**config.mk**
```make
export PLATFORM = sky130hd
export DESIGN_NAME = maze_backtracker_generator
export DESIGN_NICKNAME = d
export VERILOG_FILES = /design/src/design/mbt_pkg.sv /design/src/design/mbt_grid.sv /design/src/design/mbt_trail.sv /design/src/design/maze_backtracker_generator.sv
export SDC_FILE = /design/constraint.sdc
export NUM_CORES = 1
export LEC_CHECK = 0
export BUFFER_PORTS_ARGS = -buffer_cell sky130_fd_sc_hd__buf_2
export CELL_PAD_IN_SITES_DETAIL_PLACEMENT = 0
export CELL_PAD_IN_SITES_GLOBAL_PLACEMENT = 1
export CORE_UTILIZATION = 50
export CTS_CLUSTER_SIZE = 8
export DETAILED_ROUTE_END_ITERATION = 7
export PLACE_DENSITY = 0.76
export SYNTH_ARGS = -nofsm -noshare
export SYNTH_HDL_FRONTEND = slang
export SYNTH_SLANG_ARGS = --single-unit
```
**constraint.sdc**
```tcl
create_clock -name i_clk -period 15.9 [get_ports i_clk]
set_input_delay 0.795 -clock i_clk [delete_from_list [all_inputs] [get_ports i_clk]]
set_output_delay 0.795 -clock i_clk [all_outputs]
set_load 0.02 [all_outputs]
```
**src/design/mbt_pkg.sv**
```systemverilog
// ---------------------------------------------------------------------------
// mbt_pkg: shared definitions for the maze backtracker generator
// Grid geometry, operation and action codes, door bits, and the control
// structs that pass between the grid store, the trail stack and the top level.
// ---------------------------------------------------------------------------
package mbt_pkg;

    // Grid geometry. The coordinate fields on the ports are three bits wide,
    // so the side length is fixed here.
    localparam int GRID_SIDE = 8;
    localparam int CELLS     = GRID_SIDE * GRID_SIDE;
    localparam int ROW_W     = 3;
    localparam int IDX_W     = $clog2(CELLS);
    localparam int CNT_W     = 7;
    localparam int DOOR_W    = 4;

    // Configuration register indexes.
    localparam int CFG_IDX_W = 1;
    localparam logic [CFG_IDX_W-1:0] CFG_START_ROW = 1'b0;
    localparam logic [CFG_IDX_W-1:0] CFG_START_COL = 1'b1;

    // Operation codes carried in the input item.
    localparam logic [1:0] FUNC_STEP    = 2'd0;
    localparam logic [1:0] FUNC_READ    = 2'd1;
    localparam logic [1:0] FUNC_RESTART = 2'd2;

    // Direction draws.
    localparam logic [1:0] DIR_WEST  = 2'd0;
    localparam logic [1:0] DIR_EAST  = 2'd1;
    localparam logic [1:0] DIR_SOUTH = 2'd2;
    localparam logic [1:0] DIR_NORTH = 2'd3;

    // Door bits of one cell.
    localparam logic [DOOR_W-1:0] DOOR_N = 4'b0001;
    localparam logic [DOOR_W-1:0] DOOR_S = 4'b0010;
    localparam logic [DOOR_W-1:0] DOOR_E = 4'b0100;
    localparam logic [DOOR_W-1:0] DOOR_O = 4'b1000;

    typedef logic [ROW_W-1:0]  t_coord;
    typedef logic [IDX_W-1:0]  t_idx;
    typedef logic [DOOR_W-1:0] t_doors;
    typedef logic [CNT_W-1:0]  t_count;

    typedef struct packed {
        t_coord row;
        t_coord col;
    } t_pos;

    // Result of one item.
    typedef enum logic [1:0] {
        ACT_BLOCKED   = 2'd0,
        ACT_CARVED    = 2'd1,
        ACT_BACKTRACK = 2'd2,
        ACT_IDLE      = 2'd3
    } t_action;

    // Commands to the door grid.
    typedef struct packed {
        logic   clear;
        logic   carve;
        t_pos   here;
        t_doors here_door;
        t_pos   there;
        t_doors there_door;
    } t_grid_cmd;

    // Unvisited neighbors of the current cell.
    typedef struct packed {
        logic fresh_w;
        logic fresh_e;
        logic fresh_s;
        logic fresh_n;
    } t_grid_stat;

    // Commands to the trail stack.
    typedef struct packed {
        logic restart;
        logic push;
        logic pop;
        t_pos push_pos;
        t_pos base_pos;
    } t_trail_cmd;

    // Trail stack status: empty flag and the entry below the top.
    typedef struct packed {
        logic empty;
        t_pos below;
    } t_trail_stat;

    // Saturate a coordinate to the last row or column of the grid.
    function automatic t_coord clamp_coord(input t_coord v);
        if (int'(v) >= GRID_SIDE) begin
            return t_coord'(GRID_SIDE - 1);
        end
        return v;
    endfunction

    // Linear cell index of a position.
    function automatic t_idx pos_idx(input t_pos p);
        return t_idx'(int'(p.row) * GRID_SIDE + int'(p.col));
    endfunction

endpackage

```
**src/design/mbt_grid.sv**
```systemverilog
// ---------------------------------------------------------------------------
// mbt_grid: door store of the maze grid
// Holds four door bits per cell in registers, opens two doors per carve,
// clears the whole grid on restart, and reports which neighbors of the
// current cell are still unvisited.
// ---------------------------------------------------------------------------
module mbt_grid (
    input  logic                  i_clk,
    input  logic                  i_rst_n,
    input  mbt_pkg::t_grid_cmd    i_cmd,
    input  mbt_pkg::t_pos         i_cur,
    input  mbt_pkg::t_pos         i_read_pos,
    output mbt_pkg::t_grid_stat   o_stat,
    output mbt_pkg::t_doors       o_read_doors
);

    mbt_pkg::t_doors              r_doors [mbt_pkg::CELLS];
    mbt_pkg::t_doors              n_doors [mbt_pkg::CELLS];
    logic [mbt_pkg::CELLS-1:0]    w_fresh;
    mbt_pkg::t_idx                w_here_idx;
    mbt_pkg::t_idx                w_there_idx;
    mbt_pkg::t_pos                w_pos_w;
    mbt_pkg::t_pos                w_pos_e;
    mbt_pkg::t_pos                w_pos_s;
    mbt_pkg::t_pos                w_pos_n;
    logic                         w_all_closed;

    assign w_here_idx  = mbt_pkg::pos_idx(i_cmd.here);
    assign w_there_idx = mbt_pkg::pos_idx(i_cmd.there);

    // Next value of every cell: cleared on restart, doors ORed in on a carve.
    always_comb begin
        for (int i = 0; i < mbt_pkg::CELLS; i++) begin
            n_doors[i] = r_doors[i];
            if (i_cmd.clear) begin
                n_doors[i] = '0;
            end else if (i_cmd.carve) begin
                if (mbt_pkg::t_idx'(i) == w_here_idx) begin
                    n_doors[i] = n_doors[i] | i_cmd.here_door;
                end
                if (mbt_pkg::t_idx'(i) == w_there_idx) begin
                    n_doors[i] = n_doors[i] | i_cmd.there_door;
                end
            end
        end
    end

    // Door registers; reset closes every door.
    always_ff @(posedge i_clk) begin
        for (int i = 0; i < mbt_pkg::CELLS; i++) begin
            if (!i_rst_n) begin
                r_doors[i] <= '0;
            end else begin
                r_doors[i] <= n_doors[i];
            end
        end
    end

    // A cell is unvisited while all of its doors are closed.
    always_comb begin
        for (int i = 0; i < mbt_pkg::CELLS; i++) begin
            w_fresh[i] = (r_doors[i] == '0);
        end
        w_all_closed = &w_fresh;
    end

    // Neighbor positions; each is only used when it lies inside the grid.
    always_comb begin
        w_pos_w     = i_cur;
        w_pos_w.col = i_cur.col - 1'b1;
        w_pos_e     = i_cur;
        w_pos_e.col = i_cur.col + 1'b1;
        w_pos_s     = i_cur;
        w_pos_s.row = i_cur.row + 1'b1;
        w_pos_n     = i_cur;
        w_pos_n.row = i_cur.row - 1'b1;
    end

    assign o_stat.fresh_w = (i_cur.col != '0) && w_fresh[mbt_pkg::pos_idx(w_pos_w)];
    assign o_stat.fresh_e = (i_cur.col != mbt_pkg::t_coord'(mbt_pkg::GRID_SIDE - 1))
                            && w_fresh[mbt_pkg::pos_idx(w_pos_e)];
    assign o_stat.fresh_s = (i_cur.row != mbt_pkg::t_coord'(mbt_pkg::GRID_SIDE - 1))
                            && w_fresh[mbt_pkg::pos_idx(w_pos_s)];
    assign o_stat.fresh_n = (i_cur.row != '0) && w_fresh[mbt_pkg::pos_idx(w_pos_n)];

    // Read port; a cell outside the grid reads as all doors closed.
    always_comb begin
        o_read_doors = '0;
        if ((int'(i_read_pos.row) < mbt_pkg::GRID_SIDE)
                && (int'(i_read_pos.col) < mbt_pkg::GRID_SIDE)) begin
            o_read_doors = r_doors[mbt_pkg::pos_idx(i_read_pos)];
        end
    end

`ifndef SYNTHESIS
    // A restart leaves every door closed.
    a_clear_closes_all: assert property (@(posedge i_clk) disable iff (!i_rst_n)
        i_cmd.clear |=> w_all_closed)
        else $error("grid not fully closed after restart");

    // A carve always enters a cell that has not been visited yet.
    a_carve_into_fresh: assert property (@(posedge i_clk) disable iff (!i_rst_n)
        (i_cmd.carve && !i_cmd.clear) |-> w_fresh[w_there_idx])
        else $error("carve into a visited cell");

    // After a carve both cells have at least one open door.
    a_carve_opens_both: assert property (@(posedge i_clk) disable iff (!i_rst_n)
        (i_cmd.carve && !i_cmd.clear) |=>
            (!w_fresh[$past(w_here_idx)] && !w_fresh[$past(w_there_idx)]))
        else $error("carve did not open doors on both sides");
`endif

endmodule

```
**src/design/mbt_trail.sv**
```systemverilog
// ---------------------------------------------------------------------------
// mbt_trail: path stack of the maze carver
// Keeps the trail of carved cells in a memory, with the bottom entry (the
// start cell) in a register, and prefetches the entry below the top so that
// a backtrack does not wait for a memory read.
// ---------------------------------------------------------------------------
module mbt_trail (
    input  logic                   i_clk,
    input  logic                   i_rst_n,
    input  mbt_pkg::t_trail_cmd    i_cmd,
    output mbt_pkg::t_trail_stat   o_stat
);

    mbt_pkg::t_pos   r_mem [mbt_pkg::CELLS];
    mbt_pkg::t_idx   r_top;
    mbt_pkg::t_idx   n_top;
    mbt_pkg::t_pos   r_base;
    mbt_pkg::t_pos   r_rd_data;
    mbt_pkg::t_idx   w_rd_addr;

    // Next top of stack; a push saturates at the last entry.
    always_comb begin
        n_top = r_top;
        if (i_cmd.restart) begin
            n_top = '0;
        end else if (i_cmd.push) begin
            if (r_top != mbt_pkg::t_idx'(mbt_pkg::CELLS - 1)) begin
                n_top = r_top + 1'b1;
            end
        end else if (i_cmd.pop) begin
            if (r_top != '0) begin
                n_top = r_top - 1'b1;
            end
        end
    end

    assign w_rd_addr = n_top - 1'b1;

    // Control state: top pointer and the bottom entry.
    always_ff @(posedge i_clk) begin
        if (!i_rst_n) begin
            r_top  <= '0;
            r_base <= '0;
        end else begin
            r_top <= n_top;
            if (i_cmd.restart) begin
                r_base <= i_cmd.base_pos;
            end
        end
    end

    // Stack memory: push writes at the new top, the entry below it is read.
    always_ff @(posedge i_clk) begin
        if (i_cmd.push && !i_cmd.restart) begin
            r_mem[n_top] <= i_cmd.push_pos;
        end
        r_rd_data <= r_mem[w_rd_addr];
    end

    // The bottom entry lives in a register.
    assign o_stat.empty = (r_top == '0);
    assign o_stat.below = (r_top == mbt_pkg::t_idx'(1)) ? r_base : r_rd_data;

endmodule

```
**src/design/maze_backtracker_generator.sv**
```systemverilog
// ---------------------------------------------------------------------------
// maze_backtracker_generator: randomized depth-first maze carver
// Carves an 8 x 8 maze one step per item, reads the doors of a cell, or
// restarts at the configured start cell.
// ---------------------------------------------------------------------------
// m_axis_tvalid is set in the cycle after an input item is accepted.
// Throughput: one item per cycle while m_axis_tready allows; the door grid is held in
// registers and the trail stack prefetches the entry below its top, so a step never waits.
// Reset (synchronous, active low) closes all doors, sets the start cell and
// position to row 0, column 0, the visit count to one and the trail to empty.
// Configuration writes take effect at the next restart.
// ---------------------------------------------------------------------------
module maze_backtracker_generator (
    input  logic                            i_clk,
    input  logic                            i_rst_n,
    // Configuration write port.
    input  logic                            i_cfg_wr_en,
    input  logic [mbt_pkg::CFG_IDX_W-1:0]   i_cfg_idx,
    input  logic [mbt_pkg::ROW_W-1:0]       i_cfg_data,
    // Input items.
    input  logic                            s_axis_tvalid,
    output logic                            s_axis_tready,
    input  logic [7:0]                      s_axis_tdata,   // dir_draw, read_row, read_col
    input  logic [1:0]                      s_axis_tuser,   // func
    // Result items.
    output logic                            m_axis_tvalid,
    input  logic                            m_axis_tready,
    // cur_row, cur_col, action, cells_visited, done_res, cell_doors, zero pad
    output logic [23:0]                     m_axis_tdata
);

    mbt_pkg::t_coord       r_start_row;
    mbt_pkg::t_coord       r_start_col;
    mbt_pkg::t_pos         r_pos;
    mbt_pkg::t_pos         n_pos;
    mbt_pkg::t_count       r_cnt;
    mbt_pkg::t_count       n_cnt;
    mbt_pkg::t_action      w_action;
    mbt_pkg::t_doors       w_doors;
    mbt_pkg::t_pos         w_start;
    mbt_pkg::t_pos         w_read_pos;
    mbt_pkg::t_pos         w_target;
    mbt_pkg::t_doors       w_here_door;
    mbt_pkg::t_doors       w_there_door;
    logic                  w_hit;
    logic                  w_accept;
    logic [1:0]            w_func;
    logic [1:0]            w_draw;
    mbt_pkg::t_grid_cmd    w_grid_cmd;
    mbt_pkg::t_grid_stat   w_grid_stat;
    mbt_pkg::t_doors       w_read_doors;
    mbt_pkg::t_trail_cmd   w_trail_cmd;
    mbt_pkg::t_trail_stat  w_trail_stat;

    logic                  r_out_valid;
    mbt_pkg::t_pos         r_out_pos;
    mbt_pkg::t_action      r_out_action;
    mbt_pkg::t_count       r_out_cnt;
    logic                  r_out_done;
    mbt_pkg::t_doors       r_out_doors;

    // Input field unpacking.
    assign w_func         = s_axis_tuser;
    assign w_draw         = s_axis_tdata[1:0];
    assign w_read_pos.row = s_axis_tdata[4:2];
    assign w_read_pos.col = s_axis_tdata[7:5];

    // Handshake: a new item enters whenever the result register is free or drains.
    assign s_axis_tready = !r_out_valid || m_axis_tready;
    assign w_accept      = s_axis_tvalid && s_axis_tready;

    // Restart position from the configured start, saturated to the grid.
    assign w_start.row = mbt_pkg::clamp_coord(r_start_row);
    assign w_start.col = mbt_pkg::clamp_coord(r_start_col);

    // Configuration registers.
    always_ff @(posedge i_clk) begin
        if (!i_rst_n) begin
            r_start_row <= '0;
            r_start_col <= '0;
        end else if (i_cfg_wr_en) begin
            unique case (i_cfg_idx)
                mbt_pkg::CFG_START_ROW: r_start_row <= i_cfg_data;
                mbt_pkg::CFG_START_COL: r_start_col <= i_cfg_data;
                default: ;
            endcase
        end
    end

    // Drawn direction: target cell, door bits on both sides, and whether it is still unvisited.
    always_comb begin
        w_target     = r_pos;
        w_here_door  = '0;
        w_there_door = '0;
        w_hit        = 1'b0;
        case (w_draw)
            mbt_pkg::DIR_WEST: begin
                w_target.col = r_pos.col - 1'b1;
                w_here_door  = mbt_pkg::DOOR_O;
                w_there_door = mbt_pkg::DOOR_E;
                w_hit        = w_grid_stat.fresh_w;
            end
            mbt_pkg::DIR_EAST: begin
                w_target.col = r_pos.col + 1'b1;
                w_here_door  = mbt_pkg::DOOR_E;
                w_there_door = mbt_pkg::DOOR_O;
                w_hit        = w_grid_stat.fresh_e;
            end
            mbt_pkg::DIR_SOUTH: begin
                w_target.row = r_pos.row + 1'b1;
                w_here_door  = mbt_pkg::DOOR_S;
                w_there_door = mbt_pkg::DOOR_N;
                w_hit        = w_grid_stat.fresh_s;
            end
            default: begin
                w_target.row = r_pos.row - 1'b1;
                w_here_door  = mbt_pkg::DOOR_N;
                w_there_door = mbt_pkg::DOOR_S;
                w_hit        = w_grid_stat.fresh_n;
            end
        endcase
    end

    // Operation decode and next state.
    always_comb begin
        n_pos       = r_pos;
        n_cnt       = r_cnt;
        w_action    = mbt_pkg::ACT_IDLE;
        w_doors     = '0;
        w_grid_cmd  = '0;
        w_trail_cmd = '0;
        w_grid_cmd.here       = r_pos;
        w_grid_cmd.here_door  = w_here_door;
        w_grid_cmd.there      = w_target;
        w_grid_cmd.there_door = w_there_door;
        w_trail_cmd.push_pos  = w_target;
        w_trail_cmd.base_pos  = w_start;
        if (w_accept) begin
            unique case (w_func)
                mbt_pkg::FUNC_STEP: begin
                    if (r_cnt >= mbt_pkg::t_count'(mbt_pkg::CELLS)) begin
                        // Maze complete: nothing changes.
                        w_action = mbt_pkg::ACT_IDLE;
                    end else if (!(w_grid_stat.fresh_w || w_grid_stat.fresh_e
                            || w_grid_stat.fresh_s || w_grid_stat.fresh_n)) begin
                        // Dead end: return to the previous cell of the trail.
                        w_action = mbt_pkg::ACT_BACKTRACK;
                        if (!w_trail_stat.empty) begin
                            w_trail_cmd.pop = 1'b1;
                            n_pos           = w_trail_stat.below;
                        end
                    end else if (w_hit) begin
                        w_action         = mbt_pkg::ACT_CARVED;
                        w_grid_cmd.carve = 1'b1;
                        w_trail_cmd.push = 1'b1;
                        n_pos            = w_target;
                        n_cnt            = r_cnt + 1'b1;
                    end else begin
                        w_action = mbt_pkg::ACT_BLOCKED;
                    end
                end
                mbt_pkg::FUNC_READ: begin
                    w_doors = w_read_doors;
                end
                mbt_pkg::FUNC_RESTART: begin
                    w_grid_cmd.clear    = 1'b1;
                    w_trail_cmd.restart = 1'b1;
                    n_pos               = w_start;
                    n_cnt               = mbt_pkg::t_count'(1);
                end
                default: ;
            endcase
        end
    end

    // Position and visit count.
    always_ff @(posedge i_clk) begin
        if (!i_rst_n) begin
            r_pos <= '0;
            r_cnt <= mbt_pkg::t_count'(1);
        end else begin
            r_pos <= n_pos;
            r_cnt <= n_cnt;
        end
    end

    // Result register: valid flag under reset, payload loaded on accept.
    always_ff @(posedge i_clk) begin
        if (!i_rst_n) begin
            r_out_valid <= 1'b0;
        end else if (w_accept) begin
            r_out_valid <= 1'b1;
        end else if (m_axis_tready) begin
            r_out_valid <= 1'b0;
        end
    end

    always_ff @(posedge i_clk) begin
        if (w_accept) begin
            r_out_pos    <= n_pos;
            r_out_action <= w_action;
            r_out_cnt    <= n_cnt;
            r_out_done   <= (n_cnt >= mbt_pkg::t_count'(mbt_pkg::CELLS));
            r_out_doors  <= w_doors;
        end
    end

    assign m_axis_tvalid = r_out_valid;
    assign m_axis_tdata  = {4'b0000, r_out_doors, r_out_done, r_out_cnt,
                            r_out_action, r_out_pos.col, r_out_pos.row};

    // Door grid.
    mbt_grid u_grid (
        .i_clk        (i_clk),
        .i_rst_n      (i_rst_n),
        .i_cmd        (w_grid_cmd),
        .i_cur        (r_pos),
        .i_read_pos   (w_read_pos),
        .o_stat       (w_grid_stat),
        .o_read_doors (w_read_doors)
    );

    // Trail stack.
    mbt_trail u_trail (
        .i_clk   (i_clk),
        .i_rst_n (i_rst_n),
        .i_cmd   (w_trail_cmd),
        .o_stat  (w_trail_stat)
    );

`ifndef SYNTHESIS
    // A carve counts exactly one new cell.
    a_carve_counts: assert property (@(posedge i_clk) disable iff (!i_rst_n)
        (w_accept && (w_action == mbt_pkg::ACT_CARVED)) |=> (r_cnt == $past(r_cnt) + 1'b1))
        else $error("carve did not advance the visit count");

    // A backtrack never changes the visit count.
    a_backtrack_keeps_count: assert property (@(posedge i_clk) disable iff (!i_rst_n)
        (w_accept && (w_func == mbt_pkg::FUNC_STEP) && (w_action == mbt_pkg::ACT_BACKTRACK))
        |=> (r_cnt == $past(r_cnt)))
        else $error("backtrack changed the visit count");

    // Once the maze is complete a step leaves position and count alone.
    a_complete_frozen: assert property (@(posedge i_clk) disable iff (!i_rst_n)
        (w_accept && (w_func == mbt_pkg::FUNC_STEP)
            && (r_cnt >= mbt_pkg::t_count'(mbt_pkg::CELLS)))
        |=> ((r_pos == $past(r_pos)) && (r_cnt == $past(r_cnt))))
        else $error("step changed state on a complete maze");
`endif

endmodule
```
==> impl_metrics.toml <==
[power_and_ir_drop]
seqPwrFrac_pct = 45.0
cellLeakagePower_nw = 11.9
p_sw_mw = 1.13
p_comb_share_pct = 10.2
power.share.clock_pct = 44.8
p_int_mw = 3.25
p_per_area_nw_per_um2 = 122
switching_share_pct = 25.7
ir_drop_uv = 110

[floorplanning]
dieArea_um2 = 65500
initial_core_util_pct = 50.8
rows = 92
die_x_um = 256
die_h_um = 256
ios = 45
core_region_area_um2 = 63400

[cells_and_area]
antenna_cells = 0
fin_nets = 2774
drive_gt1_share_pct = 16.0
syn_to_final_growth_pct = 11.3

[clocking]
clkSlewWorstSetupHoldPaths_ns = 0.05
ctsResizeCount = 0
cts_root_buffer = "clkbuf_16"
clock_path_buffers = 3
cts-hold-fix-buffers = 0
cts_tree = "built"
post-cts-setup-buffers = 0
numCtsBuffers = 98
clock_latency_ns = 0.69
cts_sinks = 697
h-tree-depth = 3

[placement]
io_buffers = 40
place_hpwl_um = 62900
place_ws_ns = 7.57
place_congestion = 0.945

[critical_path]
path_class = "reg2reg"
end_kind = "flip-flop"
rr_startpoint = "r_pos[1]"
crit_path_start_kind = "flip-flop"
crit_fanout = 72
ff2ff_setup_slack_ns = 7.43
critical_path_required_ns = 16.52
arrival_ns = 9.09
startpoint = "r_pos[1]"

[sta]
fin_crit_ns = 8.47
max_slew_margin_pct = 13.5
finalHoldViolations = 0
max_clock_freq_mhz = 118
fin_ws_ns = 7.43
worst_clock_skew_ns = 0.0776
worst_pin_slew_ns = 1.29
finalSetupViolations = 0
final.setup.tns_ns = 0
grt_setup_unrepaired = "false"
fin_crit_sh_pct = 53.3
drv_slew = 0

[global_route]
grt_pass1_vias = 23100
grt_pass1_wl_um = 147000
globalRouteOverflowTotal = 0
antenna_found_initial = 5
grt_use_total_pct = 29.7
grt_max_degree = 107

[synth]
ys_async_sr_fraction_pct = 0
synth_ff_type = "edfxtp_1"
avgSynthCellArea_um2 = 11.6
syn_inst = 2771
syn_area_um2 = 32200
yosysWarnings = 0
synthDistinctLibCells = 79
synth_edf_count = 403
ys_ff_latch = 697
ys_seq_area_share_pct = 55.8

[routing]
routed_wirelength_um = 97600
drcViolationCount = 0
first_iter_violations = 2979
vias = 24000
ant_nets = 0
drt-vias-per-instance = 6.58
dr.pass1.iters = 8
wl_per_cell_um = 26.7

[worst_hold_path]
hold_path_class = "in2reg"
hold_path_startpoint = "s_axis_tvalid"

[status]
status = "finished, final reports clean"

[flow_run]
drv_cap = 0
==> layout by cell type (no fill, tap or decap), types with 5 or more instances in the layout <==
cell / count
dfxtp_1: 293
o21ai_0: 136
a22oi_1: 11
ha_1: 14
inv_2: 7
buf_2: 38
nor2b_1: 15
nor2_2: 6
edfxtp_1: 403
inv_1: 16
and3_1: 27
o22ai_1: 16
nor3_1: 25
clkinv_16: 6
mux2i_1: 31
o21a_1: 10
clkbuf_16: 98
a311o_1: 7
and2_1: 17
nor2_1: 382
nand4_1: 96
clkbuf_1: 59
mux4_2: 203
mux2_2: 7
nor4_1: 51
xnor2_1: 7
a21oi_1: 258
buf_4: 48
o21ba_2: 5
a31oi_1: 15
o32ai_1: 7
nand2_1: 229
o2111ai_1: 5
a311oi_1: 8
nand3_1: 103
a32oi_1: 5
nand2b_1: 12
or4_1: 22
nand3b_1: 7
==> path summary, 6_finish.rpt <==
check / endpoint / cells after the start
min: m_axis_tvalid / 3
max reg2reg: u_trail.r_rd_data[4] / 21
max: u_trail.r_rd_data[4] / 21
min reg2reg: u_grid.r_doors[36][0] / 2
==> per-stage QoR <==
stage | instance area [um2] | cells | total power [mW] | util, % | hold WS (ns)
after floorplan | 32200 | 2774 | 2.29 | - | 0.423
after global placement | 32900 | 3484 | 2.43 | 51.9 | 0.444
after detailed placement | 32900 | 3484 | 2.44 | 51.9 | 0.452
after CTS | 35900 | 3651 | 4.39 | 56.6 | 0.365
after global routing | 35900 | 3651 | 4.50 | 56.6 | 0.400
final | 35900 | 3651 | 4.38 | 56.6 | 0.397
==> synth_stat cells (31+ instances only) <==
library cell | count | area [um2]
a21oi_1 | 258 | 1290
clkbuf_1 | 168 | 631
dfxtp_1 | 294 | 5890
edfxtp_1 | 403 | 12100
mux2i_1 | 31 | 310
mux4_2 | 203 | 4570
nand2_1 | 230 | 863
nand3_1 | 103 | 515
nand4_1 | 96 | 601
nor2_1 | 388 | 1460
nor4_1 | 52 | 325
o21ai_0 | 136 | 681
==> critical path: stages, from the launching register on <==
cell and delay, ns:
dfxtp_1 0.82, clkinv_1 0.52, ha_1 0.42, buf_4 0.22, inv_1 0.37, nand2_1 0.18
o31ai_1 0.26, a311oi_1 0.09, a211oi_2 0.30, a41oi_1 0.17, and2_1 0.36, or4_4 0.57
a211oi_1 0.26, or2_4 0.83, inv_4 0.12, ha_4 0.55, buf_4 0.85, mux4_2 0.40
nand2_1 0.08, and3_1 0.24, o32ai_1 0.49, a311o_1 0.21
==> kinds of logic (layout without fill, tap and decap cells) <==
group	Yosys count	count (layout)	synth area share, %
simple gates	1022	1022	14.8
flops	697	697	55.8
compound gates	526	526	9.40
buf+inv	249	280	3.36
mux	245	245	15.5
fa+ha+maj	17	17	0.660
xor+xnor	14	14	0.404
other cells	1	4	0.0116
==> state kept, by name (all words and copies together), names as in the netlist <==
| register | flops |
|---|---|
| u_trail.r_mem | 384 |
| u_grid.r_doors | 256 |
| r_cnt | 7 |
| r_out_cnt | 7 |
| m_axis_tdata | 6 |
| r_pos | 6 |
| u_trail.r_base | 6 |
| u_trail.r_rd_data | 6 |
| u_trail.r_top | 6 |
| r_out_doors | 4 |
| r_start_col | 3 |
| r_start_row | 3 |
| r_out_action | 2 |
| m_axis_tvalid | 1 |
==> routing by layer <==
metal | wire length (um) | GRT usage (%) | vias to the layer above
met5 | 79 | 0 | -
met4 | 3900 | 12.1 | 10
met3 | 9670 | 7.19 | 256
met2 | 44100 | 44.7 | 1295
met1 | 39800 | 41.4 | 12000
li1 | - | - | 10400
==> power groups by stage <==
stage / Clock, mW / Combinational, mW / Sequential [mW]
after floorplan: 0 / 0.291 / 2.00
after global placement: 0 / 0.431 / 2.00
after detailed placement: 0 / 0.438 / 2.00
after CTS: 1.98 / 0.440 / 1.97
after global routing: 2.06 / 0.472 / 1.97
final: 1.96 / 0.445 / 1.97
==> cell type report <==
| type | instances | area, um2 |
|---|---|---|
| clock buffer | 158 | 2690 |
| clock inverter | 9 | 235 |
| fill | 5219 | 27600 |
| inverter | 27 | 108 |
| multi-input combinational | 1828 | 13200 |
| sequential | 697 | 18000 |
| tap | 846 | 1060 |
| timing repair buffer | 86 | 551 |
Power figures use the tool's default switching activity.
